### config.mk
export PLATFORM = sky130hd
export DESIGN_NAME = packet_header_tuple_extractor_flat
export DESIGN_NICKNAME = d
export VERILOG_FILES = /design/src/pte_pkg.sv /design/src/pte_byte_if.sv /design/src/pte_tuple_if.sv /design/src/pte_cfg_if.sv /design/src/pte_in_stage.sv /design/src/pte_capture.sv /design/src/pte_result.sv /design/src/packet_header_tuple_extractor.sv /design/src/flat_wrapper.sv
export SDC_FILE = /design/constraint.sdc
export NUM_CORES = 2
export LEC_CHECK = 0
export ABC_AREA = 1
export BUFFER_PORTS_ARGS = -buffer_cell sky130_fd_sc_hd__buf_2
export CORE_MARGIN = 8
export CORE_UTILIZATION = 35
export CTS_BUF_LIST = sky130_fd_sc_hd__clkbuf_4 sky130_fd_sc_hd__clkbuf_8
export CTS_CLUSTER_DIAMETER = 100
export CTS_CLUSTER_SIZE = 24
export DETAILED_ROUTE_END_ITERATION = 10
export RECOVER_POWER = 25
export SETUP_SLACK_MARGIN = 0.1
export SYNTH_ARGS = -nofsm -noshare
export SYNTH_HDL_FRONTEND = slang
export SYNTH_SLANG_ARGS = --single-unit
### constraint.sdc
create_clock -name clk -period 8.6 [get_ports clk]
set_input_delay 0.86 -clock clk [delete_from_list [all_inputs] [get_ports clk]]
set_output_delay 0.86 -clock clk [all_outputs]
set_load 0.02 [all_outputs]
### src/pte_pkg.sv
// ----------------------------------------------------------------------------
// pte_pkg
// shared types and constants of the packet header tuple extractor
// ----------------------------------------------------------------------------
package pte_pkg;

    // header bytes kept per packet, later bytes are only counted
    localparam int          MAX_HDR_BYTES = 128;
    localparam logic [7:0]  HDR_LIMIT     = 8'(MAX_HDR_BYTES);
    localparam logic [7:0]  COUNT_MAX     = 8'hFF;

    // link types
    localparam logic [1:0]  LINK_ETHERNET = 2'd0;
    localparam logic [1:0]  LINK_NULL     = 2'd1;
    localparam logic [1:0]  LINK_RAW      = 2'd2;

    // start of the ip header per link framing
    localparam logic [4:0]  ETH_L3_OFFSET  = 5'd14;
    localparam logic [4:0]  VLAN_L3_OFFSET = 5'd18;
    localparam logic [4:0]  NULL_L3_OFFSET = 5'd4;
    localparam logic [4:0]  RAW_L3_OFFSET  = 5'd0;

    // ethernet byte positions
    localparam logic [7:0]  ETH_TYPE_HI    = 8'd12;
    localparam logic [7:0]  ETH_TYPE_LO    = 8'd13;
    localparam logic [7:0]  VLAN_TYPE_HI   = 8'd16;
    localparam logic [7:0]  VLAN_TYPE_LO   = 8'd17;
    localparam logic [7:0]  ETH_HDR_LEN    = 8'd14;

    localparam logic [15:0] ETHERTYPE_VLAN = 16'h8100;
    localparam logic [15:0] ETHERTYPE_IPV4 = 16'h0800;
    localparam logic [15:0] ETHERTYPE_IPV6 = 16'h86DD;

    // ip header layout
    localparam logic [3:0]  IP_VER4        = 4'd4;
    localparam logic [3:0]  IP_VER6        = 4'd6;
    localparam logic [7:0]  IPV4_MIN_HDR   = 8'd20;
    localparam logic [7:0]  IPV6_HDR_LEN   = 8'd40;
    localparam logic [7:0]  IPV4_PROTO_POS = 8'd9;
    localparam logic [7:0]  IPV4_SRC_POS   = 8'd12;
    localparam logic [7:0]  IPV4_DST_POS   = 8'd16;
    localparam logic [7:0]  IPV4_ADDR_END  = 8'd20;
    localparam logic [7:0]  IPV6_NEXT_POS  = 8'd6;
    localparam logic [7:0]  IPV6_SRC_POS   = 8'd8;
    localparam logic [7:0]  IPV6_DST_POS   = 8'd24;
    localparam logic [7:0]  IPV6_ADDR_END  = 8'd40;

    // transport layout
    localparam logic [7:0]  PORT_BYTES     = 8'd4;
    localparam logic [7:0]  TCP_FLAGS_POS  = 8'd13;
    localparam logic [7:0]  TCP_FLAGS_END  = 8'd14;
    localparam logic [7:0]  PROTO_TCP      = 8'd6;
    localparam logic [7:0]  PROTO_UDP      = 8'd17;
    localparam logic [7:0]  TCP_FLAG_SYN   = 8'h02;
    localparam logic [7:0]  TCP_FLAG_ACK   = 8'h10;

    typedef enum logic [2:0] {
        ST_OK      = 3'd0,
        ST_SHORT   = 3'd1,
        ST_NOT_IP  = 3'd2,
        ST_BAD_VER = 3'd3,
        ST_BAD_IHL = 3'd4
    } status_t;

    // one registered byte item
    typedef struct packed {
        logic       valid;
        logic       last;
        logic [7:0] data;
    } byte_item_t;

    // per packet capture state
    typedef struct packed {
        logic [7:0]   byte_count;
        logic [15:0]  ether_type;
        logic [4:0]   l3_offset;
        logic [7:0]   version_ihl;
        logic [7:0]   proto_byte;
        logic [127:0] src_addr;
        logic [127:0] dst_addr;
        logic [15:0]  src_port;
        logic [15:0]  dst_port;
        logic [7:0]   tcp_flags;
    } hdr_t;

    // one result item
    typedef struct packed {
        status_t      status;
        logic [2:0]   ip_version;
        logic [7:0]   ip_protocol;
        logic [63:0]  src_addr_high;
        logic [63:0]  src_addr_low;
        logic [63:0]  dst_addr_high;
        logic [63:0]  dst_addr_low;
        logic [15:0]  src_port;
        logic [15:0]  dst_port;
        logic         pure_syn;
        logic [7:0]   captured_length;
    } tuple_t;

endpackage

### src/pte_byte_if.sv
// ----------------------------------------------------------------------------
// pte_byte_if
// packet byte channel, one byte per item with a last marker
// ----------------------------------------------------------------------------
interface pte_byte_if;
    logic       valid;
    logic       ready;
    logic [7:0] pkt_byte;
    logic       last;

    modport source (output valid, output pkt_byte, output last, input ready);
    modport sink   (input valid, input pkt_byte, input last, output ready);
endinterface

### src/pte_tuple_if.sv
// ----------------------------------------------------------------------------
// pte_tuple_if
// result channel, one flow tuple or drop status per item
// ----------------------------------------------------------------------------
interface pte_tuple_if;
    logic        valid;
    logic        ready;
    logic [2:0]  status;
    logic [2:0]  ip_version;
    logic [7:0]  ip_protocol;
    logic [63:0] src_addr_high;
    logic [63:0] src_addr_low;
    logic [63:0] dst_addr_high;
    logic [63:0] dst_addr_low;
    logic [15:0] src_port;
    logic [15:0] dst_port;
    logic        pure_syn;
    logic [7:0]  captured_length;

    modport source (
        output valid, output status, output ip_version, output ip_protocol,
        output src_addr_high, output src_addr_low, output dst_addr_high,
        output dst_addr_low, output src_port, output dst_port, output pure_syn,
        output captured_length, input ready
    );
    modport sink (
        input valid, input status, input ip_version, input ip_protocol,
        input src_addr_high, input src_addr_low, input dst_addr_high,
        input dst_addr_low, input src_port, input dst_port, input pure_syn,
        input captured_length, output ready
    );
endinterface

### src/pte_cfg_if.sv
// ----------------------------------------------------------------------------
// pte_cfg_if
// configuration write channel for the link type register
// ----------------------------------------------------------------------------
interface pte_cfg_if;
    logic       valid;
    logic       ready;
    logic [1:0] link_type;

    modport source (output valid, output link_type, input ready);
    modport sink   (input valid, input link_type, output ready);
endinterface

### src/pte_in_stage.sv
// ----------------------------------------------------------------------------
// pte_in_stage
// input register for packet bytes
// ----------------------------------------------------------------------------
module pte_in_stage
    import pte_pkg::*;
(
    input  logic       clk,
    input  logic       rst_n,
    pte_byte_if.sink   pkt,
    input  logic       advance,
    output byte_item_t item
);

    logic       valid_reg;
    logic       valid_next;
    logic       last_reg;
    logic [7:0] data_reg;
    logic       take;

    // slot frees when its byte moves on
    assign pkt.ready = !valid_reg || advance;
    assign take      = pkt.valid && pkt.ready;

    always_comb
    begin
        valid_next = valid_reg;
        if (take)
        begin
            valid_next = 1'b1;
        end
        else if (advance)
        begin
            valid_next = 1'b0;
        end
    end

    always_ff @(posedge clk or negedge rst_n)
    begin
        if (!rst_n)
        begin
            valid_reg <= 1'b0;
        end
        else
        begin
            valid_reg <= valid_next;
        end
    end

    always_ff @(posedge clk)
    begin
        if (take)
        begin
            last_reg <= pkt.last;
            data_reg <= pkt.pkt_byte;
        end
    end

    assign item = '{valid: valid_reg, last: last_reg, data: data_reg};

endmodule

### src/pte_capture.sv
// ----------------------------------------------------------------------------
// pte_capture
// per packet header state, updated by one byte each cycle while bytes advance
// ----------------------------------------------------------------------------
module pte_capture
    import pte_pkg::*;
(
    input  logic       clk,
    input  logic       rst_n,
    input  logic [1:0] link_type,
    input  byte_item_t item,
    input  logic       advance,
    output hdr_t       hdr_next
);

    hdr_t       hdr_reg;
    logic [7:0] idx;
    logic [7:0] b;
    logic [4:0] off;
    logic [7:0] off8;
    logic       eth;
    logic [7:0] r;
    logic [3:0] ver;
    logic [7:0] k;
    logic [7:0] l4;
    logic [7:0] j;

    assign idx = hdr_reg.byte_count;
    assign b   = item.data;
    assign ver = hdr_reg.version_ihl[7:4];

    always_comb
    begin
        hdr_next = hdr_reg;
        off      = hdr_reg.l3_offset;
        off8     = '0;
        eth      = 1'b0;
        r        = '0;
        k        = '0;
        l4       = '0;
        j        = '0;

        if (hdr_reg.byte_count != COUNT_MAX)
        begin
            hdr_next.byte_count = hdr_reg.byte_count + 8'd1;
        end

        if (idx < HDR_LIMIT)
        begin
            // framing is fixed by the link type seen on the first byte
            if (idx == 8'd0)
            begin
                case (link_type)
                    LINK_ETHERNET: off = ETH_L3_OFFSET;
                    LINK_NULL:     off = NULL_L3_OFFSET;
                    default:       off = RAW_L3_OFFSET;
                endcase
            end

            eth = (off == ETH_L3_OFFSET) || (off == VLAN_L3_OFFSET);
            if (eth)
            begin
                if (idx == ETH_TYPE_HI || idx == ETH_TYPE_LO ||
                    (off == VLAN_L3_OFFSET && (idx == VLAN_TYPE_HI || idx == VLAN_TYPE_LO)))
                begin
                    hdr_next.ether_type = {hdr_reg.ether_type[7:0], b};
                end
                // vlan tag pushes the ip header back by four bytes
                if (idx == ETH_TYPE_LO && hdr_next.ether_type == ETHERTYPE_VLAN)
                begin
                    off = VLAN_L3_OFFSET;
                end
            end
            hdr_next.l3_offset = off;
            off8 = {3'b000, off};

            if (idx >= off8)
            begin
                r = idx - off8;
                if (r == 8'd0)
                begin
                    hdr_next.version_ihl = b;
                end
                else if (ver == IP_VER4 || ver == IP_VER6)
                begin
                    if (ver == IP_VER4)
                    begin
                        if (r == IPV4_PROTO_POS)
                        begin
                            hdr_next.proto_byte = b;
                        end
                        else if (r >= IPV4_SRC_POS && r < IPV4_DST_POS)
                        begin
                            hdr_next.src_addr[{~r[1:0], 3'b000} +: 8] =
                                hdr_reg.src_addr[{~r[1:0], 3'b000} +: 8] | b;
                        end
                        else if (r >= IPV4_DST_POS && r < IPV4_ADDR_END)
                        begin
                            hdr_next.dst_addr[{~r[1:0], 3'b000} +: 8] =
                                hdr_reg.dst_addr[{~r[1:0], 3'b000} +: 8] | b;
                        end
                        l4 = off8 + {2'b00, hdr_reg.version_ihl[3:0], 2'b00};
                    end
                    else
                    begin
                        if (r == IPV6_NEXT_POS)
                        begin
                            hdr_next.proto_byte = b;
                        end
                        else if (r >= IPV6_SRC_POS && r < IPV6_DST_POS)
                        begin
                            k = r - IPV6_SRC_POS;
                            hdr_next.src_addr[{~k[3:0], 3'b000} +: 8] =
                                hdr_reg.src_addr[{~k[3:0], 3'b000} +: 8] | b;
                        end
                        else if (r >= IPV6_DST_POS && r < IPV6_ADDR_END)
                        begin
                            k = r - IPV6_DST_POS;
                            hdr_next.dst_addr[{~k[3:0], 3'b000} +: 8] =
                                hdr_reg.dst_addr[{~k[3:0], 3'b000} +: 8] | b;
                        end
                        l4 = off8 + IPV6_HDR_LEN;
                    end

                    // transport header: ports then tcp flags
                    if (idx >= l4)
                    begin
                        j = idx - l4;
                        if (j < PORT_BYTES)
                        begin
                            if (j[1])
                            begin
                                hdr_next.dst_port[{~j[0], 3'b000} +: 8] =
                                    hdr_reg.dst_port[{~j[0], 3'b000} +: 8] | b;
                            end
                            else
                            begin
                                hdr_next.src_port[{~j[0], 3'b000} +: 8] =
                                    hdr_reg.src_port[{~j[0], 3'b000} +: 8] | b;
                            end
                        end
                        else if (j == TCP_FLAGS_POS)
                        begin
                            hdr_next.tcp_flags = b;
                        end
                    end
                end
            end
        end
    end

    always_ff @(posedge clk or negedge rst_n)
    begin
        if (!rst_n)
        begin
            hdr_reg <= '0;
        end
        else if (advance)
        begin
            // state starts over after each last byte
            hdr_reg <= item.last ? '0 : hdr_next;
        end
    end

endmodule

### src/pte_result.sv
// ----------------------------------------------------------------------------
// pte_result
// header checks and result register
// ----------------------------------------------------------------------------
module pte_result
    import pte_pkg::*;
(
    input  logic        clk,
    input  logic        rst_n,
    input  hdr_t        hdr,
    input  logic        load,
    pte_tuple_if.source tuple,
    output logic        res_free
);

    logic       valid_reg;
    logic       valid_next;
    tuple_t     res_reg;
    tuple_t     res_next;

    logic [7:0] c;
    logic [7:0] off8;
    logic [3:0] ver;
    logic [7:0] ihl_bytes;
    logic [7:0] avail;
    logic [7:0] l4;
    logic       eth;
    logic       et_ip;

    assign off8      = {3'b000, hdr.l3_offset};
    assign ver       = hdr.version_ihl[7:4];
    assign ihl_bytes = {2'b00, hdr.version_ihl[3:0], 2'b00};
    assign c         = (hdr.byte_count < HDR_LIMIT) ? hdr.byte_count : HDR_LIMIT;
    assign avail     = c - off8;
    assign l4        = off8 + ((ver == IP_VER6) ? IPV6_HDR_LEN : ihl_bytes);
    assign eth       = (hdr.l3_offset == ETH_L3_OFFSET) || (hdr.l3_offset == VLAN_L3_OFFSET);
    assign et_ip     = (hdr.ether_type == ETHERTYPE_IPV4) || (hdr.ether_type == ETHERTYPE_IPV6);

    always_comb
    begin
        res_next = '0;
        res_next.captured_length = hdr.byte_count;

        if (eth && (c < ETH_HDR_LEN || c < off8))
        begin
            res_next.status = ST_SHORT;
        end
        else if (eth && !et_ip)
        begin
            res_next.status = ST_NOT_IP;
        end
        else if (c <= off8)
        begin
            res_next.status = ST_SHORT;
        end
        else if (ver == IP_VER4)
        begin
            if (avail < IPV4_MIN_HDR)
            begin
                res_next.status = ST_SHORT;
            end
            else if (ihl_bytes < IPV4_MIN_HDR)
            begin
                res_next.status = ST_BAD_IHL;
            end
            else if (avail < ihl_bytes)
            begin
                res_next.status = ST_SHORT;
            end
            else
            begin
                res_next.status = ST_OK;
            end
        end
        else if (ver == IP_VER6)
        begin
            res_next.status = (avail < IPV6_HDR_LEN) ? ST_SHORT : ST_OK;
        end
        else
        begin
            res_next.status = ST_BAD_VER;
        end

        if (res_next.status == ST_OK)
        begin
            res_next.ip_version    = ver[2:0];
            res_next.ip_protocol   = hdr.proto_byte;
            res_next.src_addr_high = hdr.src_addr[127:64];
            res_next.src_addr_low  = hdr.src_addr[63:0];
            res_next.dst_addr_high = hdr.dst_addr[127:64];
            res_next.dst_addr_low  = hdr.dst_addr[63:0];
            if ((hdr.proto_byte == PROTO_TCP || hdr.proto_byte == PROTO_UDP) &&
                (l4 + PORT_BYTES <= c))
            begin
                res_next.src_port = hdr.src_port;
                res_next.dst_port = hdr.dst_port;
            end
            if (hdr.proto_byte == PROTO_TCP && (l4 + TCP_FLAGS_END <= c))
            begin
                res_next.pure_syn = ((hdr.tcp_flags & TCP_FLAG_SYN) != 8'd0) &&
                                    ((hdr.tcp_flags & TCP_FLAG_ACK) == 8'd0);
            end
        end
    end

    assign res_free = !valid_reg || tuple.ready;

    always_comb
    begin
        valid_next = valid_reg;
        if (load)
        begin
            valid_next = 1'b1;
        end
        else if (tuple.ready)
        begin
            valid_next = 1'b0;
        end
    end

    always_ff @(posedge clk or negedge rst_n)
    begin
        if (!rst_n)
        begin
            valid_reg <= 1'b0;
        end
        else
        begin
            valid_reg <= valid_next;
        end
    end

    always_ff @(posedge clk)
    begin
        if (load)
        begin
            res_reg <= res_next;
        end
    end

    assign tuple.valid           = valid_reg;
    assign tuple.status          = res_reg.status;
    assign tuple.ip_version      = res_reg.ip_version;
    assign tuple.ip_protocol     = res_reg.ip_protocol;
    assign tuple.src_addr_high   = res_reg.src_addr_high;
    assign tuple.src_addr_low    = res_reg.src_addr_low;
    assign tuple.dst_addr_high   = res_reg.dst_addr_high;
    assign tuple.dst_addr_low    = res_reg.dst_addr_low;
    assign tuple.src_port        = res_reg.src_port;
    assign tuple.dst_port        = res_reg.dst_port;
    assign tuple.pure_syn        = res_reg.pure_syn;
    assign tuple.captured_length = res_reg.captured_length;

endmodule

### src/packet_header_tuple_extractor.sv
// ----------------------------------------------------------------------------
// packet_header_tuple_extractor
// streams packet bytes, captures ip and transport headers, emits one tuple
// ----------------------------------------------------------------------------
// throughput: one byte per cycle, set by the single capture update, while no last byte waits on a full result
// result path: a last byte is taken into the input register, then loaded into the result register
//   once that is free, which raises the tuple valid
// reset: clears link type to ethernet, capture state and both valid flags
// ----------------------------------------------------------------------------
module packet_header_tuple_extractor
    import pte_pkg::*;
(
    input  logic        clk,
    input  logic        rst_n,
    pte_byte_if.sink    pkt,
    pte_tuple_if.source tuple,
    pte_cfg_if.sink     cfg
);

    // link type register; the user must write it only while no packet is in flight, the block does not enforce this
    logic [1:0] link_type_reg;

    byte_item_t item;
    hdr_t       hdr_next;
    logic       res_free;
    logic       advance;
    logic       load;

    assign cfg.ready = 1'b1;

    always_ff @(posedge clk or negedge rst_n)
    begin
        if (!rst_n)
        begin
            link_type_reg <= LINK_ETHERNET;
        end
        else if (cfg.valid)
        begin
            link_type_reg <= cfg.link_type;
        end
    end

    // a byte moves on unless it is a last byte and the result register is full;
    // plain bytes keep flowing while a finished result waits
    assign advance = item.valid && (!item.last || res_free);
    assign load    = advance && item.last;

    // input register
    pte_in_stage u_in_stage (
        .clk     (clk),
        .rst_n   (rst_n),
        .pkt     (pkt),
        .advance (advance),
        .item    (item)
    );

    // header capture state, next value includes the current byte
    pte_capture u_capture (
        .clk       (clk),
        .rst_n     (rst_n),
        .link_type (link_type_reg),
        .item      (item),
        .advance   (advance),
        .hdr_next  (hdr_next)
    );

    // checks on the final state of the packet, result register
    pte_result u_result (
        .clk      (clk),
        .rst_n    (rst_n),
        .hdr      (hdr_next),
        .load     (load),
        .tuple    (tuple),
        .res_free (res_free)
    );

endmodule
### src/flat_wrapper.sv
// flat-port wrapper written by rule: the top's interface ports become plain ports
module packet_header_tuple_extractor_flat import pte_pkg::*;
  (clk, rst_n, pkt_valid, pkt_pkt_byte, pkt_last, pkt_ready, tuple_valid, tuple_status, tuple_ip_version, tuple_ip_protocol, tuple_src_addr_high, tuple_src_addr_low, tuple_dst_addr_high, tuple_dst_addr_low, tuple_src_port, tuple_dst_port, tuple_pure_syn, tuple_captured_length, tuple_ready, cfg_valid, cfg_link_type, cfg_ready);
  pte_byte_if pkt_i ();
  pte_tuple_if tuple_i ();
  pte_cfg_if cfg_i ();
  input  logic clk;
  input  logic rst_n;
  input wire logic [$bits(pkt_i.valid)-1:0] pkt_valid;
  input wire logic [$bits(pkt_i.pkt_byte)-1:0] pkt_pkt_byte;
  input wire logic [$bits(pkt_i.last)-1:0] pkt_last;
  output wire logic [$bits(pkt_i.ready)-1:0] pkt_ready;
  output wire logic [$bits(tuple_i.valid)-1:0] tuple_valid;
  output wire logic [$bits(tuple_i.status)-1:0] tuple_status;
  output wire logic [$bits(tuple_i.ip_version)-1:0] tuple_ip_version;
  output wire logic [$bits(tuple_i.ip_protocol)-1:0] tuple_ip_protocol;
  output wire logic [$bits(tuple_i.src_addr_high)-1:0] tuple_src_addr_high;
  output wire logic [$bits(tuple_i.src_addr_low)-1:0] tuple_src_addr_low;
  output wire logic [$bits(tuple_i.dst_addr_high)-1:0] tuple_dst_addr_high;
  output wire logic [$bits(tuple_i.dst_addr_low)-1:0] tuple_dst_addr_low;
  output wire logic [$bits(tuple_i.src_port)-1:0] tuple_src_port;
  output wire logic [$bits(tuple_i.dst_port)-1:0] tuple_dst_port;
  output wire logic [$bits(tuple_i.pure_syn)-1:0] tuple_pure_syn;
  output wire logic [$bits(tuple_i.captured_length)-1:0] tuple_captured_length;
  input wire logic [$bits(tuple_i.ready)-1:0] tuple_ready;
  input wire logic [$bits(cfg_i.valid)-1:0] cfg_valid;
  input wire logic [$bits(cfg_i.link_type)-1:0] cfg_link_type;
  output wire logic [$bits(cfg_i.ready)-1:0] cfg_ready;
  assign pkt_i.valid = pkt_valid;
  assign pkt_i.pkt_byte = pkt_pkt_byte;
  assign pkt_i.last = pkt_last;
  assign pkt_ready = pkt_i.ready;
  assign tuple_valid = tuple_i.valid;
  assign tuple_status = tuple_i.status;
  assign tuple_ip_version = tuple_i.ip_version;
  assign tuple_ip_protocol = tuple_i.ip_protocol;
  assign tuple_src_addr_high = tuple_i.src_addr_high;
  assign tuple_src_addr_low = tuple_i.src_addr_low;
  assign tuple_dst_addr_high = tuple_i.dst_addr_high;
  assign tuple_dst_addr_low = tuple_i.dst_addr_low;
  assign tuple_src_port = tuple_i.src_port;
  assign tuple_dst_port = tuple_i.dst_port;
  assign tuple_pure_syn = tuple_i.pure_syn;
  assign tuple_captured_length = tuple_i.captured_length;
  assign tuple_i.ready = tuple_ready;
  assign cfg_i.valid = cfg_valid;
  assign cfg_i.link_type = cfg_link_type;
  assign cfg_ready = cfg_i.ready;
  packet_header_tuple_extractor u_core (.clk(clk), .rst_n(rst_n), .pkt(pkt_i), .tuple(tuple_i), .cfg(cfg_i));
endmodule
# [Word level (Yosys, flattened, before mapping)]
# Index checks and enable logic that the tools add are counted.
[word_totals] reg_bits=659 word_cells=210
[op_classes] n_addsub=15 n_lt_le_gt_ge=22 eq_ne=22 shifts=16 mux=60 n_bitwise=10 n_reduce_logical=39
[ops] cell="128-bit two-way mux" n=6
[ops] cell="304-bit two-way mux" n=2
[ops] cell="128-bit bitwise mux" n=4
[ops] cell="256-bit two-way mux" n=2
[ops] cell="341-bit two-way mux" n=1
[ops] cell="333-bit two-way mux" n=1
[ops] cell="312-bit two-way mux" n=1
[ops] cell="264-bit two-way mux" n=1
[ops] cell="8-bit by 9-bit variable shift with 128-bit output (first input constant)" n=2
[ops] cell="128-bit by 6-bit variable part select with 8-bit output" n=2
[ops] cell="128-bit by 8-bit variable part select with 8-bit output" n=2
[ops] cell="8-bit by 7-bit variable part select with 128-bit output" n=2
[ops] cell="8-bit by 9-bit variable part select with 128-bit output" n=2
[ops] cell="8-bit by 7-bit variable shift with 128-bit output (first input constant)" n=1
[ops] cell="16-bit two-way mux" n=6
[ops] cell="8-bit two-way mux" n=11
[ops] cell="8-bit bitwise OR" n=6
[ops] cell="40-bit two-way mux" n=1
[ops] cell="16-bit bitwise mux" n=2
[ops] cell="16-bit equality test (second input constant)" n=2
[ops] cell="8-bit by 4-bit equality test with 1-bit output (second input constant)" n=4
[ops] cell="8-bit by 5-bit < comparator with 1-bit output (second input constant)" n=4
[ops] cell="32-bit two-way mux" n=1
[ops] cell="16-bit by 5-bit variable part select with 8-bit output" n=2
[ops] cell="52 further kinds" n=116

# [Depth between registers and ports, before layout]
[logic_depth] depth_word=45 mapped_depth=55

# [Cells and area by module]
# From an unflattened synthesis, not the netlist that was laid out.
[hier_totals] hier_cells=4984 area_unflattened_um2=38251.7
[modules_own_cells] mod="pte_capture" instances=1 cells_per_inst=3757 area_each_um2=23876.6
[modules_own_cells] mod="pte_result" instances=1 cells_per_inst=1195 area_each_um2=13937.1
[modules_own_cells] mod="pte_in_stage" instances=1 cells_per_inst=17 area_each_um2=330.3
[modules_own_cells] mod="packet_header_tuple_extractor" instances=1 cells_per_inst=15 area_each_um2=107.6

# [Least setup slack after synthesis]
# Ideal clock, no wire load.
[synth_path] path_type="in2reg" start="in tuple_ready" end="reg u_core.u_result.res_reg, in the netlist u_core.u_result.tuple.captured_length[0], enable pin" arrival_ps=7353 path_slack_ps=587 stages=7 path_cell_list="inv_1 nand3_1 nand2_1 inv_1 nand2_1 clkbuf_1 inv_1"
[synth_between] elab_chain_cells=4
[synth_lines] item="start: declaration" line_no="flat_wrapper.sv:25" text="input wire logic [$bits(tuple_i.ready)-1:0] tuple_ready;"
[synth_lines] item="1-bit logical OR" line_no="pte_result.sv:106" text="assign res_free = !valid_reg || tuple.ready;"
[synth_lines] item="1-bit logical OR" line_no="packet_header_tuple_extractor.sv:45" text="assign advance = item.valid && (!item.last || res_free);"
[synth_lines] item="1-bit logical AND" line_no="packet_header_tuple_extractor.sv:45"
[synth_lines] item="1-bit logical AND" line_no="packet_header_tuple_extractor.sv:46" text="assign load = advance && item.last;"
[synth_lines] item="via u_core.load" line_no="packet_header_tuple_extractor.sv:27" text="logic load;"
[synth_lines] item="end signal: assignment" line_no="pte_result.sv:137" text="res_reg <= res_next;"
[synth_lines] item="end: declaration" line_no="pte_result.sv:18" text="tuple_t res_reg;"
# The timed path passes the listed nets, and every way through them passes these cells.
# A chain may end at the register's enable or synchronous reset.

# [Worst setup path in the final report]
[layout_path] start="reg u_core.u_capture.hdr_reg, in the netlist u_core.u_capture.idx[1]" end="reg u_core.u_result.res_reg, in the netlist u_core.u_result.tuple.src_port[1] (data pin)"
[layout_between] elab_chain_cells=33
[layout_lines] item="start: declaration" line_no="pte_capture.sv:16" text="hdr_t hdr_reg;"
[layout_lines] item="start signal: assignment" line_no="pte_capture.sv:161" text="hdr_reg <= item.last ? '0 : hdr_next;"
[layout_lines] item="8-bit zero test" line_no="pte_capture.sv:51" text="if (idx == 8'd0)"
[layout_lines] item="5-bit two-way mux" line_no="pte_capture.sv:51"
[layout_lines] item="5-bit two-way mux" line_no="pte_capture.sv:48" text="if (idx < HDR_LIMIT)"
[layout_lines] item="5-bit equality test" line_no="pte_capture.sv:60, pte_capture.sv:64"
[layout_lines] item="1-bit logical AND" line_no="pte_capture.sv:64" text="(off == VLAN_L3_OFFSET && (idx == VLAN_TYPE_HI || idx == VLAN_TYPE_LO)))"
[layout_lines] item="1-bit logical OR" line_no="pte_capture.sv:63" text="if (idx == ETH_TYPE_HI || idx == ETH_TYPE_LO ||"
[layout_lines] item="16-bit two-way mux" line_no="pte_capture.sv:63"
[layout_lines] item="16-bit two-way mux" line_no="pte_capture.sv:61" text="if (eth)"
[layout_lines] item="[17 not listed]"
[layout_lines] item="16-bit bitwise mux" line_no="pte_capture.sv:138" text="hdr_next.src_port[{~j[0], 3'b000} +: 8] ="
[layout_lines] item="16-bit two-way mux" line_no="pte_capture.sv:131" text="if (j[1])"
[layout_lines] item="32-bit two-way mux" line_no="pte_capture.sv:129" text="if (j < PORT_BYTES)"
[layout_lines] item="40-bit two-way mux" line_no="pte_capture.sv:126" text="if (idx >= l4)"
[layout_lines] item="304-bit two-way mux" line_no="pte_capture.sv:84" text="else if (ver == IP_VER4 || ver == IP_VER6)"
[layout_lines] item="304-bit two-way mux" line_no="pte_capture.sv:80" text="if (r == 8'd0)"
[layout_lines] item="312-bit two-way mux" line_no="pte_capture.sv:77" text="if (idx >= off8)"
[layout_lines] item="333-bit two-way mux" line_no="pte_capture.sv:48"
# Parallel ways exist; a longest one is shown, timed or not. The select of a mux whose other input is x is not followed.

==> reports/metrics.cfg <==
[clock_tree]
cts.clk_slew.worst_paths_ps=140
worstSkewPairLatency_ps=730
root_buffer=clkbuf_8
cts_buffer_depth=3
cts_tree=built
holdBufCountCts=0
htree_levels=2
numCtsBuffers=38
cts.sinks=659

[sta]
max_slew.worst_pin.slew_ps=4519
whs_ps=309.2
rsz0062_at_grt=false
final-hold-violation-count=0
final.min_clock_period_ps=7835
fin_skew_ps=39.22
maxSlewHeadroom_pct=-201.3
fin_crit_sh_pct=91.11
setup_violations=0
fin_setup_tns_ps=0
drv_slew=192
fmax_mhz=127.6

[yosys]
synthTopCellsByArea=edfxtp_1, dfrtp_1, o21ai_0, nand2_1, nor3_2
synth_area_um2=36600
synth_edf_count=320
synth_area_leader_cell=edfxtp_1
synth_seq_cells=659
muxShareOfSynthArea_pct=0.1128
synth_xor_area_share_pct=0.5026
syn_area_per_cell_um2=8.707
yosysWarnings=0
synth-compound-area-share_pct=17.20
synth_top_cell_area_share_pct=26.26
postSynthCellCount=4203
synth-simple-area-share_pct=23.07
yosysMostFrequentCell=nand2_1
synthArstFlopShare_pct=51.44
ys.flop_type=dfrtp_1
ys_top_cells_by_count=nand2_1, o21ai_0, inv_1, dfrtp_1, nor2_1
seq_area_frac_synth_pct=49.44
yosysUniqueCellTypes=62
synth_adder_area_share_pct=2.045
synth_top_family_by_area=simple AND/OR/NAND/NOR gates

[placement]
hpwl_mm=102.4
finalWeightedCongestion=0.9963
dpl_cell_area_um2=39550
port_buffers=328

[power]
ir_drop_mv=0.4550
total_power_mw=11.06
p_per_area_nw_per_um2=273.9
p_sw_mw=5.846
power_frac_seq_pct=31.3
p_int_mw=5.217
comb_power_share_pct=53.3
leakagePower_nw=15.38
switching_share_pct=52.84
p_clk_share_pct=15.4

[worst_setup_path]
path_max_fanout=19
cp-start-kind=flip-flop
cp_common_cell=nand2_1
crit_required_ps=9060
endpoint_kind=flip-flop
slowest_delay_ps=660
worst-endpoint-arrival_ps=8300
critPathSlowestCell=fa_2
crit_type=reg -> reg

[grt]
track_usage_pct=23.31
grt_antenna_before_repair=11
overflow=0
grt_pass1_wl_mm=208.6
grt_pass1_vias=30780
grt.met1_usage_pct=33.72
grt_busiest_layer=met2
met2_usage_pct=35.28
grt_max_degree=153
gr-usage-met3_pct=4.141

[floorplanning]
coreArea_um2=103600
initial_utilization_pct=35.31
placementRows=118
dieArea_um2=115200
boundaryPins=330
die_y_um=339.4
die_w_um=339.4

[route]
firstDrtPassIters=6
ant_nets=0
drt-total-wl_mm=141.3
post_drt_wl_per_cell_um=24.30
drc_errors=0
viasPerCell=5.612
vias=32640
drt-initial-drc-count=4177

[run_status]
status=finished with violations
violations=capacitance limit, slew limit

[finish]
area_growth_pct=10.36
finalCoreUtilization_pct=38.97
drive_above_1_share_pct=17.73
final_nets=4478
fin_area_um2=40390
largest_register_ffs=327

[run]
cap_violations=3

[hold_path]
hp-class=in -> reg

## through the flow
step,std cells,worst slack [ps]
after floorplan,4205,586.9
after global placement,5741,498.5
after detailed placement,5741,407.2
after CTS,5810,361.2
after global routing,5814,77.49
final,5816,764.7
## critical path: cells and delay by family (launching register included)
kind,cells,cell delay (ps)
buffers and inverters,9,1130
adders and majority gates,6,1860
AOI/OAI and AO/OA,3,530
DFF,1,480
and+or+nand+nor,30,3550
## layer usage
metal / share of wire, % / vias up
li1: - / 14940
met1: 44 / 15880
met3: 8.1 / 242
met4: 3.4 / 4
met5: 0.021 / -
met2: 44 / 1573
## cell families after synthesis
kind of cell / count (synthesis)
buffers and inverters: 657
AND/OR/NAND/NOR: 1641
XOR/XNOR: 21
flip-flops: 659
AO/OA/AOI/OAI: 1161
other: 2
adder cells (fa/ha/maj): 58
multiplexers: 4
## cell type report
| type | count | area, µm² |
|---|---|---|
| Fill cell | 10640 | 63260 |
| Antenna cell | 3 | 7.507 |
| Clock inverter | 16 | 197.7 |
| Tap cell | 1380 | 1727 |
| Clock buffer | 53 | 641.9 |
| Multi-Input combinational cell | 2889 | 15810 |
| Sequential cell | 659 | 18090 |
| Timing Repair Buffer | 419 | 2389 |
| Inverter | 397 | 1523 |
## final timing paths
check,cells past startpoint,endpoint,slack (ps),startpoint
worst max-delay path,48,u_core.u_result.tuple.src_port[1],760,u_core.u_capture.idx[1]
worst min-delay path,1,u_core.u_in_stage.last_reg,310,pkt_last
max in group asynchronous,2,u_core.u_capture.idx[4],2150,rst_n
worst max register to register,48,u_core.u_result.tuple.src_port[1],760,u_core.u_capture.idx[1]
min in group asynchronous,1,u_core.u_capture.hdr_reg[34],1740,rst_n
worst min register to register,2,u_core.u_capture.hdr_reg[300],510,u_core.u_capture.hdr_reg[300]
## cell usage in the layout (no fill, tap or decap), types with 39 or more instances in the layout
cell,instances
nand4_1,41
edfxtp_1,320
o21ai_0,579
buf_4,79
o22ai_1,233
ha_1,54
clkbuf_8,39
buf_2,285
nor3_2,231
nor2_2,39
nand3_1,142
a21oi_1,266
dfrtp_1,338
nor3_1,128
inv_1,366
nor2_1,318
clkbuf_1,45
nand2_1,686
## power by group through the flow
stage / clock network, mW / logic (mW) / registers, mW
detailed placement: 0 / 5.70 / 3.53
global placement: 0 / 5.71 / 3.53
CTS: 1.75 / 5.72 / 3.46
global route: 1.84 / 6.26 / 3.47
floorplan: 0 / 3.96 / 3.62
finish: 1.71 / 5.89 / 3.46
## what timing repair did
action | 4_1_cts | 5_1_grt
gates resized for setup | 0 | 13
setup endpoints to repair | 0 | 33
setup buffers | 0 | 3
(Power assumes the default switching activity.)
